File: config.mk
export PLATFORM = sky130hd
export DESIGN_NAME = cfc_rsp_queue
export DESIGN_NICKNAME = d
export VERILOG_FILES = /design/src/cfc_pkg.sv /design/src/cfc_rsp_queue.sv
export SDC_FILE = /design/constraint.sdc
export NUM_CORES = 1
export LEC_CHECK = 0
export BUFFER_PORTS_ARGS = -buffer_cell sky130_fd_sc_hd__buf_2
export CORE_ASPECT_RATIO = 1.75
export CORE_MARGIN = 2
export CORE_UTILIZATION = 30
export CTS_CLUSTER_DIAMETER = 150
export DETAILED_ROUTE_END_ITERATION = 7
export SETUP_SLACK_MARGIN = 0.2
export SYNTH_ARGS = -nofsm -noshare
export SYNTH_HDL_FRONTEND = slang
export SYNTH_SLANG_ARGS = --single-unit
File: constraint.sdc
create_clock -name clock -period 3.9 [get_ports clock]
set_clock_uncertainty 0.1 [all_clocks]
set_input_delay 0.585 -clock clock [delete_from_list [all_inputs] [get_ports clock]]
set_output_delay 0.585 -clock clock [all_outputs]
set_load 0.02 [all_outputs]
File: src/cfc_pkg.sv
// cfc_pkg: shared constants, types and the preload table for the csi fifo fill block
// used by cfc_front, cfc_mid_queue, cfc_back, cfc_rsp_queue and csi_fifo_fill_calc
// no dependencies
`timescale 1ns / 1ps
`default_nettype none
package cfc_pkg;

   // link framing constants
   localparam int HDR_BYTES    = 4;
   localparam int FTR_BYTES    = 2;
   localparam int PRELOAD_N    = 15;
   localparam int FRAC_SCALE   = 50;
   localparam int FRAC_OFFSET  = 3;
   localparam int PRELOAD_BASE = 7;
   localparam int X_SCALE      = FRAC_SCALE * 4;

   // datapath widths
   localparam int DIV_W  = 37;   // ceiling-adjusted magnitude
   localparam int MAG_W  = 36;
   localparam int X_W    = 23;   // divisor 200 * pclk * unit
   localparam int QUO_W  = 16;   // quotient bits kept after the overflow check
   localparam int UNIT_W = 5;
   localparam int FILL_W = QUO_W + UNIT_W;

   // queue sizes
   localparam int MID_DEPTH = 8;
   localparam int MID_PTR_W = 3;
   localparam int MID_CNT_W = 4;
   localparam int RSP_DEPTH = 32;
   localparam int RSP_PTR_W = 5;
   localparam int RSP_CNT_W = 6;

   typedef enum logic [1:0] {
      STATUS_OK       = 2'd0,
      STATUS_INVALID  = 2'd1,
      STATUS_OVERFLOW = 2'd2
   } status_type;

   // word handed from the front end to the divider
   typedef struct packed {
      logic [DIV_W-1:0]  dividend;
      logic [X_W-1:0]    x;
      logic [UNIT_W-1:0] unit;
      logic              positive;
      logic              invalid;
   } work_type;

   // one divider stage
   typedef struct packed {
      logic              valid;
      logic [X_W-1:0]    rem;
      logic [QUO_W-1:0]  low;
      logic [QUO_W-1:0]  quo;
      logic [X_W-1:0]    x;
      logic [UNIT_W-1:0] unit;
      logic              positive;
      logic              invalid;
      logic              ovf;
   } div_stage_type;

   // result word
   typedef struct packed {
      status_type  status;
      logic [15:0] rx_fill;
      logic [15:0] tx_fill;
   } result_type;

   // preload term 7 + 60 / lanes
   function automatic logic [6:0] preload_q(input logic [3:0] lanes);
      logic [6:0] q;
      case (lanes)
         4'd1:    q = 7'(PRELOAD_BASE + (PRELOAD_N * 4) / 1);
         4'd2:    q = 7'(PRELOAD_BASE + (PRELOAD_N * 4) / 2);
         4'd3:    q = 7'(PRELOAD_BASE + (PRELOAD_N * 4) / 3);
         4'd4:    q = 7'(PRELOAD_BASE + (PRELOAD_N * 4) / 4);
         4'd5:    q = 7'(PRELOAD_BASE + (PRELOAD_N * 4) / 5);
         4'd6:    q = 7'(PRELOAD_BASE + (PRELOAD_N * 4) / 6);
         4'd7:    q = 7'(PRELOAD_BASE + (PRELOAD_N * 4) / 7);
         4'd8:    q = 7'(PRELOAD_BASE + (PRELOAD_N * 4) / 8);
         4'd9:    q = 7'(PRELOAD_BASE + (PRELOAD_N * 4) / 9);
         4'd10:   q = 7'(PRELOAD_BASE + (PRELOAD_N * 4) / 10);
         4'd11:   q = 7'(PRELOAD_BASE + (PRELOAD_N * 4) / 11);
         4'd12:   q = 7'(PRELOAD_BASE + (PRELOAD_N * 4) / 12);
         4'd13:   q = 7'(PRELOAD_BASE + (PRELOAD_N * 4) / 13);
         4'd14:   q = 7'(PRELOAD_BASE + (PRELOAD_N * 4) / 14);
         4'd15:   q = 7'(PRELOAD_BASE + (PRELOAD_N * 4) / 15);
         default: q = 7'(PRELOAD_BASE);   // zero lanes, flagged invalid anyway
      endcase
      return q;
   endfunction

endpackage
`default_nettype wire

File: src/cfc_rsp_queue.sv
// cfc_rsp_queue: result queue in front of the result ports
// depends on cfc_pkg
`timescale 1ns / 1ps
`default_nettype none
module cfc_rsp_queue (
   input  wire logic                clock,
   input  wire logic                reset,
   input  wire logic                push,
   input  wire cfc_pkg::result_type push_data,
   input  wire logic                pop,
   output      logic                empty,
   output      cfc_pkg::result_type head
);

   cfc_pkg::result_type            mem_ff [cfc_pkg::RSP_DEPTH];
   logic [cfc_pkg::RSP_PTR_W-1:0]  wr_ptr_ff, wr_ptr_in;
   logic [cfc_pkg::RSP_PTR_W-1:0]  rd_ptr_ff, rd_ptr_in;
   logic [cfc_pkg::RSP_CNT_W-1:0]  count_ff, count_in;
   logic                           do_pop;

   assign empty  = (count_ff == '0);
   assign do_pop = pop && !empty;
   assign head   = mem_ff[rd_ptr_ff];

   // pointer and count update
   always_comb begin
      wr_ptr_in = push ? wr_ptr_ff + cfc_pkg::RSP_PTR_W'(1) : wr_ptr_ff;
      rd_ptr_in = do_pop ? rd_ptr_ff + cfc_pkg::RSP_PTR_W'(1) : rd_ptr_ff;
      count_in  = count_ff + cfc_pkg::RSP_CNT_W'(push) - cfc_pkg::RSP_CNT_W'(do_pop);
   end

   always_ff @(posedge clock) begin
      if (reset) begin
         wr_ptr_ff <= '0;
         rd_ptr_ff <= '0;
         count_ff  <= '0;
      end else begin
         wr_ptr_ff <= wr_ptr_in;
         rd_ptr_ff <= rd_ptr_in;
         count_ff  <= count_in;
      end
   end

   // storage
   always_ff @(posedge clock) begin
      if (push) begin
         mem_ff[wr_ptr_ff] <= push_data;
      end
   end

endmodule
`default_nettype wire

# ---- Yosys cells after proc, flatten, opt, wreduce, memory -nomap -nowiden
# Memories as Yosys holds them, arrays and structs flattened. A register that Yosys moved wholly into a read port is not among the register bits.
# Cells that the tools add are included.
dict set report word_totals {
  memories 1
  wordCells 15
  out_inout_bits 35
  in_bits 38
  ram_bits 1088
  regBits 16
}
# memory words width read_ports rd_clocked_by_memory_dff wr line
set mem_list {}
lappend mem_list {mem_ff 32 34 1 1 1 cfc_rsp_queue.sv:15} ;# cfc_pkg::result_type mem_ff [cfc_pkg::RSP_DEPTH];
dict set report classes {
  reduce_logical 3
  addsub 4
  muxes 4
}
# cell n
set op_table {}
lappend op_table {{adder 5 x 1 -> 5 bit (second input constant)} 2}
lappend op_table {{2-to-1 mux 5 bit} 2}
lappend op_table {{adder 6 x 1 -> 6 bit} 1}
lappend op_table {{logical NOT 6 bit} 1}
lappend op_table {{subtractor 6 x 1 -> 6 bit} 1}
lappend op_table {{2-to-1 mux 1 bit} 2}
lappend op_table {{logical AND 1 bit} 1}
lappend op_table {{logical NOT 1 bit} 1}

# ---- Longest topological paths before layout
# Gate-level depths: netlist of run 1.
dict set report depth {
  word_depth 5
  ltp_mapped 14
  depth_no_buf 14
}

# ---- Worst setup path after synthesis of run 1
# No wires, ideal clock.
dict set report synth_timing {
  path_type {input-to-reg}
  start {input push}
  end {memory mem_ff[15][0] (netlist bit) (enable)}
  path_slack_ps 791
  setup_time_ps 427
  n_path_buf 1
  required_ps 3373
  t_arrival_ps 2582
  path_stages 3
  path_cell_list {clkbuf_1 nand2_1 nor2_1}
}
dict set report synth_via {
  elab_chain_cells 2
}
# item line
set synth_lines {}
lappend synth_lines {{start: declaration} cfc_rsp_queue.sv:8} ;# input wire logic push,
lappend synth_lines {{2-to-1 mux 1 bit} cfc_rsp_queue.sv:46} ;# if (push) begin
lappend synth_lines {{2-to-1 mux 1 bit (not written as such)} cfc_rsp_queue.sv:47} ;# mem_ff[wr_ptr_ff] <= push_data;
lappend synth_lines {{end: declaration} cfc_rsp_queue.sv:15}
# Every way passes these cells.

==> flow_summary.yaml, run 1 <==
outcome:
  outcome: "finished clean"
logic_synthesis:
  yosysSeqAreaShare: 0.771
  yosysWarnings: 0
  synth_common_cells: "edfxtp_1 (1088), mux2_2 (204), mux4_2 (107)"
  avgSynthCellArea_um2: 19.9
  synthMostInstantiatedCell: "edfxtp_1"
  async_flop_share: 0
  syn_inst: 2155
  synthTopCellsByArea: "edfxtp_1 (76%), mux4_2 (5.6%), mux2_2 (5.4%), mux4_1 (1.8%), a22o_1 (1.4%)"
  synth_top_family_by_area: "multiplexers"
  synth_ff_type: "edfxtp_1"
  synth_area_leader_cell: "edfxtp_1"
  synthAdderAreaFrac: 0.00425
  synth_edf_count: 1088
  synth_top_area_frac: 0.761
  yosysUniqueCellTypes: 45
  synth-seq-cells: 1109
  syn_nets: 2207
  netlist_area_um2: 42900
  synth-simple-area-share: 0.0337
  synth-compound-area-share: 0.0450
  muxShareOfSynthArea: 0.128
  yosys.area_share.xor_xnor: 0.00184
hold_path:
  min-delay-start: "pop"
  hp-class: "primary input to flop"
  hold_depth: 3
place:
  dpl_worst_slack_ns: 0.534
  dp_cells: 4066
  placement.io_buffers: 72
  dp_hpwl_um: 66300
  place_area_um2: 46400
  place.gp.congestion: 0.756
critical_path:
  end_kind: "primary output"
  r2r_slack_ns: 1.02
  cp.arrival_ns: 3.11
  crit_fanout: 8
  crit_required_ns: 3.21
  reg2reg_depth: 14
  r2r-end: "count_ff[4]"
  crit_type: "flop to primary output"
  worst_r2r_startpoint: "count_ff[2]"
  start_kind: "flop"
timing:
  rsz0062_at_grt: "true"
  min_period_ns: 3.79
  fmax_mhz: 264
  final_hold_viol_count: 0
  drv_slew: 0
  slew_headroom: 0.414
  tns_ns: 0
  fin_ws_ns: 0.106
  finalSetupViolations: 0
  fin_crit_sh: 0.973
  tightest_slew_ns: 0.877
floorplanning:
  ios: 73
  die_y_um: 504
  die_x_um: 290
  rows: 183
  dieArea_um2: 146000
  core_area_um2: 142000
  initial_core_util: 0.302
route:
  drt-met1-wl_um: 42000
  remaining_drc_errors: 0
  ant_nets: 0
  wl_met3_um: 5390
  vias: 22000
  wl_met2_um: 66300
  first_pass_iters: 4
  routed_wl_um: 119000
  avgViaCountPerCell: 5.11
  drtIter0Drc: 1762
  avgRoutedWirePerCell_um: 27.6
  highest_layer: "met5"
global_routing:
  grt-ovfl-total: 0
  grt_max_degree: 68
  antenna_found_initial: 12
  grt_pass1_wl_um: 166000
  track_usage: 0.158
  grt_pass1_vias: 22600
pwr:
  p_total_mw: 26.6
  max-vdd-ir-drop_uv: 291
  p_leak_nw: 16.0
  powerDensity_nw_per_um2: 516
cells_and_area:
  fin_cells: 4310
  fin_area_um2: 51600
  nNetsFinal: 2438
  area_delta_synth_final_pct: 20.1
  post_route_cells_drive_above_1_share: 0.348
cts:
  cts_root_buffer: "clkbuf_16"
  h-tree-depth: 3
  clock-sinks: 1109
  cts_buffers: 88
  clock_latency_ns: 0.68
  tritoncts: "done"
  cts_buffer_depth: 3
  clk_pin_slew_ns: 0.07
run:
  drv_cap: 0
-- through the flow --
stage,hold slack (ns),utilization
finish,0.194,0.363
global route,0.199,0.363
CTS,0.173,0.357
detailed placement,0.446,0.327
global placement,0.433,0.327
floorplan,0.363,-
-- per-layer routing --
layer  track usage  vias to the layer above
met5             0                        -
met4        0.0632                       12
met3        0.0246                      236
met2         0.309                      616
met1         0.167                    11800
li1              -                     9327
-- where the power goes --
group	total [mW]	switching (mW)	internal (mW)	leakage, nW
Combinational	4.22	2.14	2.08	4.58
Sequential	13.2	0.0521	13.2	9.98
Clock	9.16	4.21	4.94	1.43
Total	26.6	6.41	20.2	16.0
-- cell usage in the layout, fill, tap and decap left out, types with 32 or more instances in the layout --
cell,count
nor3_1,54
edfxtp_1,1088
o21ai_0,66
mux2_2,204
buf_6,39
a22o_1,66
or4_4,32
buf_2,39
o22ai_1,38
a211oi_1,54
buf_4,112
nor2_4,35
clkbuf_16,93
nor2b_1,69
mux4_2,115
buf_12,39
-- registers in the layout, summed over array words and instances (netlist names), named ones only --
register and cells:
mem_ff 1088, rd_ptr_ff 5, count_ff 6, wr_ptr_ff 5
-- kinds of logic (layout without fill, tap and decap cells) --
family	count (synthesis)	after routing
flip-flops	1109	1109
adder cells (fa/ha/maj)	14	14
multiplexers	341	341
buffers and inverters	140	439
AND/OR/NAND/NOR	261	264
other	0	3
AO/OA/AOI/OAI	281	281
XOR/XNOR	9	9
-- worst max-delay path by stage --
| stage | slack [ns] | to | start | cells after the start |
|---|---|---|---|---|
| global placement | 0.54 | head[10] | flop | 7 |
| floorplan | 0.79 | mem_ff[15][0] | push | 3 |
| finish | 0.11 | head[30] | flop | 10 |
| global route | 0.08 | head[30] | flop | 10 |
| detailed placement | 0.53 | head[10] | flop | 7 |
| CTS | 0.06 | head[32] | flop | 10 |
-- final cells by class --
| class | count | area [um^2] |
|---|---|---|
| well taps | 1850 | 2310 |
| inverters | 15 | 56.3 |
| fillers | 12900 | 90600 |
| diodes | 3 | 7.51 |
| repair buffers | 263 | 3150 |
| flip-flops and latches | 1109 | 33100 |
| multi-input cells | 909 | 10000 |
| clock inverters | 55 | 581 |
| clock buffers | 106 | 2320 |
-- what timing repair did --
action,in CTS,in global routing
gates resized for setup,115,130
pin swaps,17,60
gates cloned,19,5
setup buffers,47,9
setup endpoints to repair,34,34
hold buffers,0,0
-- critical path, stage by stage (launching register included) --
cell,delay (ns)
dfxtp_4,0.36
buf_12,0.14
buf_12,0.13
buf_16,0.14
or2_4,0.37
buf_12,0.18
clkbuf_16,0.16
o22ai_4,0.16
nor3_2,0.06
or4_4,0.57
buf_6,0.15
(Power assumes the default switching activity.)
==> run 2: changes to the inputs <==
--- a/config.mk
+++ b/config.mk
@@ -5,12 +5,16 @@
 export SDC_FILE = /design/constraint.sdc
 export NUM_CORES = 1
 export LEC_CHECK = 0
+export ABC_AREA = 0
 export BUFFER_PORTS_ARGS = -buffer_cell sky130_fd_sc_hd__buf_2
+export CELL_PAD_IN_SITES_DETAIL_PLACEMENT = 0
+export CELL_PAD_IN_SITES_GLOBAL_PLACEMENT = 1
 export CORE_ASPECT_RATIO = 1.75
 export CORE_MARGIN = 2
 export CORE_UTILIZATION = 30
 export CTS_CLUSTER_DIAMETER = 150
 export DETAILED_ROUTE_END_ITERATION = 7
+export PLACE_DENSITY_LB_ADDON = 0.1
 export SETUP_SLACK_MARGIN = 0.2
 export SYNTH_ARGS = -nofsm -noshare
 export SYNTH_HDL_FRONTEND = slang
==> run 2 against run 1 <==
Net effect:
- non-clock buffer count increased by 11
- final cell count increased by 0.88%
- first-iteration DRC count decreased by 13%
- worst hold slack got worse by 0.073 ns
- via count increased by 0.33%
- critical endpoint is now head[6]
- largest power group unchanged
==> flow_summary.yaml, run 2 (same netlist as run 1, synthesis figures left out) <==
run:
  drv_cap: 0
cts:
  cts_root_buffer: "clkbuf_16"
  cts_buffer_depth: 3
  clock-sinks: 1109
  cts_buffers: 106
  cts_hold_buf: 0
  clock_latency_ns: 0.72
  tritoncts: "done"
  clk_pin_slew_ns: 0.06
  h-tree-depth: 3
route:
  ant_nets: 0
  drtIter0Drc: 1540
  vias: 22100
  avgRoutedWirePerCell_um: 31.3
  first_pass_iters: 5
  remaining_drc_errors: 0
  routed_wl_um: 136000
  avgViaCountPerCell: 5.08
cells_and_area:
  final_common_cell: "edfxtp_1"
  layout_common_cells: "edfxtp_1 (1088), mux2_2 (198), mux4_2 (122)"
  nNetsFinal: 2465
  post_route_cells_drive_above_1_share: 0.370
  largest_register_ffs: 1088
  area_delta_synth_final_pct: 22.7
  fin_area_um2: 52700
  top_regs: "mem_ff x1088, count_ff x6"
  top_register: "mem_ff"
critical_path:
  start_kind: "flop"
  crit_required_ns: 3.21
  reg2reg_depth: 14
  cp.arrival_ns: 3.04
  crit_path_frequent_cell: "buf_12"
  crit_fanout: 9
  critPathSlowestCell: "or4_4"
  crit_type: "flop to primary output"
  worst_r2r_startpoint: "count_ff[2]"
  path_cells: "buf_12 -> buf_8 -> or2_4 -> buf_12 -> buf_16 -> o22ai_4 -> nor3_2 -> or4_4 -> buf_6"
  end_kind: "primary output"
  r2r_slack_ns: 1.11
  slowest_delay_ns: 0.58
  r2r-end: "count_ff[4]"
  path_buf_inv: 5
  path_delay_family: "simple AND/OR/NAND/NOR gates"
  cp.depth: 9
  critical_path.endpoint: "head[6]"
global_routing:
  grt_pass1_wl_um: 186000
  grt_max_degree: 35
  antenna_found_initial: 5
  grt_pass1_vias: 23800
  track_usage: 0.183
  grt-ovfl-total: 0
timing:
  finalSetupViolations: 0
  rsz0062_at_grt: "true"
  tightest_slew_ns: 0.964
  min_period_ns: 3.72
  final_hold_viol_count: 0
  tns_ns: 0
  fmax_mhz: 269
  fin_crit_sh: 0.955
  fin_hold_ws_ns: 0.121
  drv_slew: 0
  slew_headroom: 0.355
place:
  placement.io_buffers: 72
  dp_hpwl_um: 68500
  place_area_um2: 46500
  place.gp.congestion: 0.708
floorplanning:
  die_y_um: 504
  ios: 73
  rows: 183
  initial_core_util: 0.302
  core_area_um2: 142000
  die_x_um: 290
  dieArea_um2: 146000
pwr:
  p_seq_frac: 0.477
  p_switching_mw: 6.79
  p_int_mw: 21.0
  p_leak_nw: 16.4
  max-vdd-ir-drop_uv: 382
  combPwrFrac: 0.152
  powerDensity_nw_per_um2: 528
  clkPwrFrac: 0.372
  netSwitchingFraction: 0.244
hold_path:
  hp-class: "primary input to flop"
outcome:
  outcome: "finished clean"
-- run 2: cell count changes in the layout (fill, tap and decap cells not counted), sizes merged --
cell,previous run,this run
buf,254,261
bufbuf,4,1
clkbuf,111,147
clkinv,41,43
clkinvlp,1,3
diode,3,1
inv,18,16
nand2,13,12
or2b,2,1
-- run 2: worst min path at each step --
stage / from / to / slack, ns / cells after the start
after floorplan: rd_ptr_ff[1] / flop / 0.36 / 2
after global routing: pop / flop / 0.11 / 3
after CTS: pop / flop / 0.07 / 3
after detailed placement: rd_ptr_ff[1] / flop / 0.41 / 2
after global placement: rd_ptr_ff[1] / flop / 0.42 / 2
final: pop / flop / 0.12 / 3
-- run 2: area by class of cell --
| cell class | instances | area [um^2] |
|---|---|---|
| Timing Repair Buffer | 274 | 3690 |
| Multi-Input combinational cell | 907 | 10100 |
| Clock inverter | 57 | 573 |
| Clock buffer | 135 | 2840 |
| Antenna cell | 1 | 2.50 |
| Sequential cell | 1109 | 33100 |
| Fill cell | 12900 | 89500 |
| Tap cell | 1850 | 2310 |
| Inverter | 15 | 56.3 |
-- run 2: routing by layer --
layer	global-route usage	share of wire	up-vias
met4	0.0485	0.019	2
met3	0.0245	0.032	145
li1	-	-	9399
met1	0.219	0.40	12100
met2	0.343	0.55	439
met5	0	0.000096	-
-- run 2: power groups by stage --
stage | clock network [mW] | logic [mW] | registers (mW)
after global placement | 0 | 3.03 | 13.5
after CTS | 10.7 | 4.09 | 13.2
after detailed placement | 0 | 3.06 | 13.5
after global routing | 11.0 | 4.47 | 13.3
after floorplan | 0 | 1.90 | 13.5
final | 10.3 | 4.22 | 13.2
-- run 2: stage by stage --
stage          cells  setup slack, ns  utilization  power, mW
6_report        4348            0.177        0.370       27.8
5_1_grt         4348            0.105        0.370       28.8
4_1_cts         4326           0.0997        0.366       28.0
3_5_place_dp    4060            0.526        0.327       16.6
3_3_place_gp    4060            0.565        0.327       16.6
2_1_floorplan   2155            0.791            -       15.4
-- run 2: worst reg2reg max path, stage by stage, from the launching register on --
cell and delay [ns]:
dfxtp_1 0.32, inv_1 0.08, ha_1 0.15, nand4bb_1 0.23, nand2_1 0.22, inv_1 0.07
ha_1 0.26, inv_1 0.05, ha_1 0.16, inv_1 0.06, fa_1 0.42, nand2b_1 0.17
a21oi_1 0.21, o21a_1 0.14, nor3_1 0.04
-- run 2: what timing repair did --
item                                   in CTS  in global routing
pin swaps                                  27                 28
endpoints found under the hold margin       0                  0
buffers inserted                           45                  9
cloned                                     29                 12
resized for setup                         229                 83
setup endpoints to repair                  34                 34
==> run 3: changes to the inputs <==
--- a/config.mk
+++ b/config.mk
@@ -5,7 +5,6 @@
 export SDC_FILE = /design/constraint.sdc
 export NUM_CORES = 1
 export LEC_CHECK = 0
-export ABC_AREA = 0
 export BUFFER_PORTS_ARGS = -buffer_cell sky130_fd_sc_hd__buf_2
 export CELL_PAD_IN_SITES_DETAIL_PLACEMENT = 0
 export CELL_PAD_IN_SITES_GLOBAL_PLACEMENT = 1
@@ -15,6 +14,7 @@
 export CTS_CLUSTER_DIAMETER = 150
 export DETAILED_ROUTE_END_ITERATION = 7
 export PLACE_DENSITY_LB_ADDON = 0.1
+export RECOVER_POWER = 100
 export SETUP_SLACK_MARGIN = 0.2
 export SYNTH_ARGS = -nofsm -noshare
 export SYNTH_HDL_FRONTEND = slang
==> constraint.sdc (replaced) <==
create_clock -name clock -period 3.7 [get_ports clock]
set_clock_uncertainty 0.1 [all_clocks]
set_input_delay 0.555 -clock clock [delete_from_list [all_inputs] [get_ports clock]]
set_output_delay 0.555 -clock clock [all_outputs]
set_load 0.02 [all_outputs]
==> run 3 against run 2 <==
Net effect:
- final cell count down 0.39%
- wire length down 2.3%
- highest routed layer unchanged
- sequential share of layout area up 1.5 points
- clock power up 9.7%
- count of clock-buffer cells in the layout down 5
- combinational power up 3%
- cell area down 2.4%
- die area unchanged
- via count down 1.2%
- flip-flop and latch count unchanged
- total power up 6.5%
- the flow now finishes with violations (max-capacitance violations, max-slew violations, negative setup slack)
==> flow_summary.yaml, run 3 (same netlist as run 1, synthesis figures left out) <==
outcome:
  outcome: "finished, violations left"
  violations: "max-capacitance violations, max-slew violations, negative setup slack"
global_routing:
  grt.busiest_layer: "met2"
  grt-ovfl-total: 0
  grt_use_met3: 0.0228
  use_met1: 0.215
  grtUsageMet2: 0.336
  track_usage: 0.178
  grt_pass1_wl_um: 182000
  grt_max_degree: 49
  antenna_found_initial: 8
  grt_pass1_vias: 23300
floorplanning:
  rows: 183
  core_area_um2: 142000
  dieArea_um2: 146000
  ios: 73
  die_y_um: 504
  initial_core_util: 0.302
  die_x_um: 290
cells_and_area:
  area_delta_synth_final_pct: 19.7
  final_common_cell: "edfxtp_1"
  nNetsFinal: 2440
  post_route_cells_drive_above_1_share: 0.319
  top_regs: "mem_ff x1088, count_ff x6"
  layout_common_cells: "edfxtp_1 (1088), mux2_2 (204), mux4_2 (129)"
  fin_area_um2: 51400
  largest_register_ffs: 1088
  top_register: "mem_ff"
place:
  dpl_worst_slack_ns: 0.449
  dp_hpwl_um: 67600
  place_area_um2: 46600
  place.gp.congestion: 0.710
  placement.io_buffers: 72
pwr:
  p_seq_frac: 0.472
  p_switching_mw: 7.21
  p_leak_nw: 15.8
  p_int_mw: 22.4
  netSwitchingFraction: 0.244
  clkPwrFrac: 0.381
  max-vdd-ir-drop_uv: 378
  combPwrFrac: 0.147
  powerDensity_nw_per_um2: 576
route:
  avgRoutedWirePerCell_um: 30.7
  drtIter0Drc: 1580
  ant_nets: 0
  vias: 21800
  avgViaCountPerCell: 5.04
  remaining_drc_errors: 0
  routed_wl_um: 133000
  first_pass_iters: 5
cts:
  clock_latency_ns: 0.71
  cts_buffer_depth: 3
  h-tree-depth: 3
  tritoncts: "done"
  cts_hold_buf: 0
  cts_root_buffer: "clkbuf_16"
  clock-sinks: 1109
  clk_pin_slew_ns: 0.07
  cts_buffers: 107
critical_path:
  crit_type: "flop to primary output"
  cp.arrival_ns: 3.10
  crit_required_ns: 3.04
  crit_fanout: 8
  start_kind: "flop"
  end_kind: "primary output"
timing:
  fin_ws_ns: -0.0537
  fmax_mhz: 266
  finalSetupViolations: 16
  rsz0062_at_grt: "true"
  fin_crit_sh: 1.01
  slew_headroom: -0.456
  drv_slew: 778
  tightest_slew_ns: 2.18
  final_hold_viol_count: 0
  min_period_ns: 3.75
hold_path:
  hp-class: "primary input to flop"
run:
  drv_cap: 34
run 3: cell count changes in the layout (fill, tap and decap cells not counted), moves of 14 or more:
cell      delta
clkbuf_1    +54
nor2_4      -17
nor2_1      +17
buf_2       -34
buf_4       -50
o22ai_1     +30
clkbuf_2    +29
buf_16      -21
a211oi_2    -15
o21ai_0     +14
o22ai_2     -22
run 3: timing repair:
action                     4_1_cts  5_1_grt
cloned                          13        6
pin swaps                       26       34
gates resized for setup        160       60
setup buffers                   33       12
setup endpoints to repair       34       34
hold endpoints to repair         0        0
run 3: worst paths after layout:
check                from             to  slack [ns]  cells past startpoint
max reg2reg  wr_ptr_ff[2]  mem_ff[5][30]        0.31                      3
max                  flop       head[16]       -0.05                      7
min reg2reg  rd_ptr_ff[1]           flop        0.42                      2
min                   pop           flop        0.10                      3
run 3: final cells by class:
type	instances	area [um^2]
clock buffers	130	2830
flip-flops and latches	1109	33100
inverters	15	56.3
well taps	1850	2310
diodes	2	5.00
multi-input cells	907	9620
repair buffers	248	2730
clock inverters	70	761
fillers	13100	90800
run 3: power groups by stage:
stage | clock (mW) | combinational [mW] | sequential, mW
2_1_floorplan | 0 | 2.01 | 14.2
3_3_place_gp | 0 | 3.23 | 14.2
3_5_place_dp | 0 | 3.26 | 14.2
4_1_cts | 11.6 | 4.24 | 14.0
5_1_grt | 12.0 | 4.62 | 14.0
6_report | 11.3 | 4.35 | 14.0
run 3: per-stage QoR:
| stage | TNS [ns] | hold WS [ns] | instances | util | power, mW |
|---|---|---|---|---|---|
| after detailed placement | 0 | 0.419 | 4065 | 0.328 | 17.5 |
| after CTS | -2.31 | 0.0400 | 4311 | 0.361 | 29.8 |
| after floorplan | 0 | 0.363 | 2155 | - | 16.2 |
| final | -0.460 | 0.102 | 4331 | 0.362 | 29.6 |
| after global placement | 0 | 0.430 | 4065 | 0.328 | 17.5 |
| after global routing | -2.52 | 0.0921 | 4330 | 0.362 | 30.6 |
run 3: layer usage:
| layer | up-vias | share of wire |
|---|---|---|
| met5 | - | 0.00021 |
| met4 | 4 | 0.019 |
| met3 | 136 | 0.031 |
| met2 | 425 | 0.55 |
| met1 | 11900 | 0.40 |
| li1 | 9328 | - |
run 3: critical path, stage by stage, from the launching register on:
cell,delay [ns]
dfxtp_4,0.40
buf_12,0.16
buf_12,0.16
buf_16,0.16
mux4_2,0.54
a22o_4,0.28
or4_4,0.50
buf_6,0.15
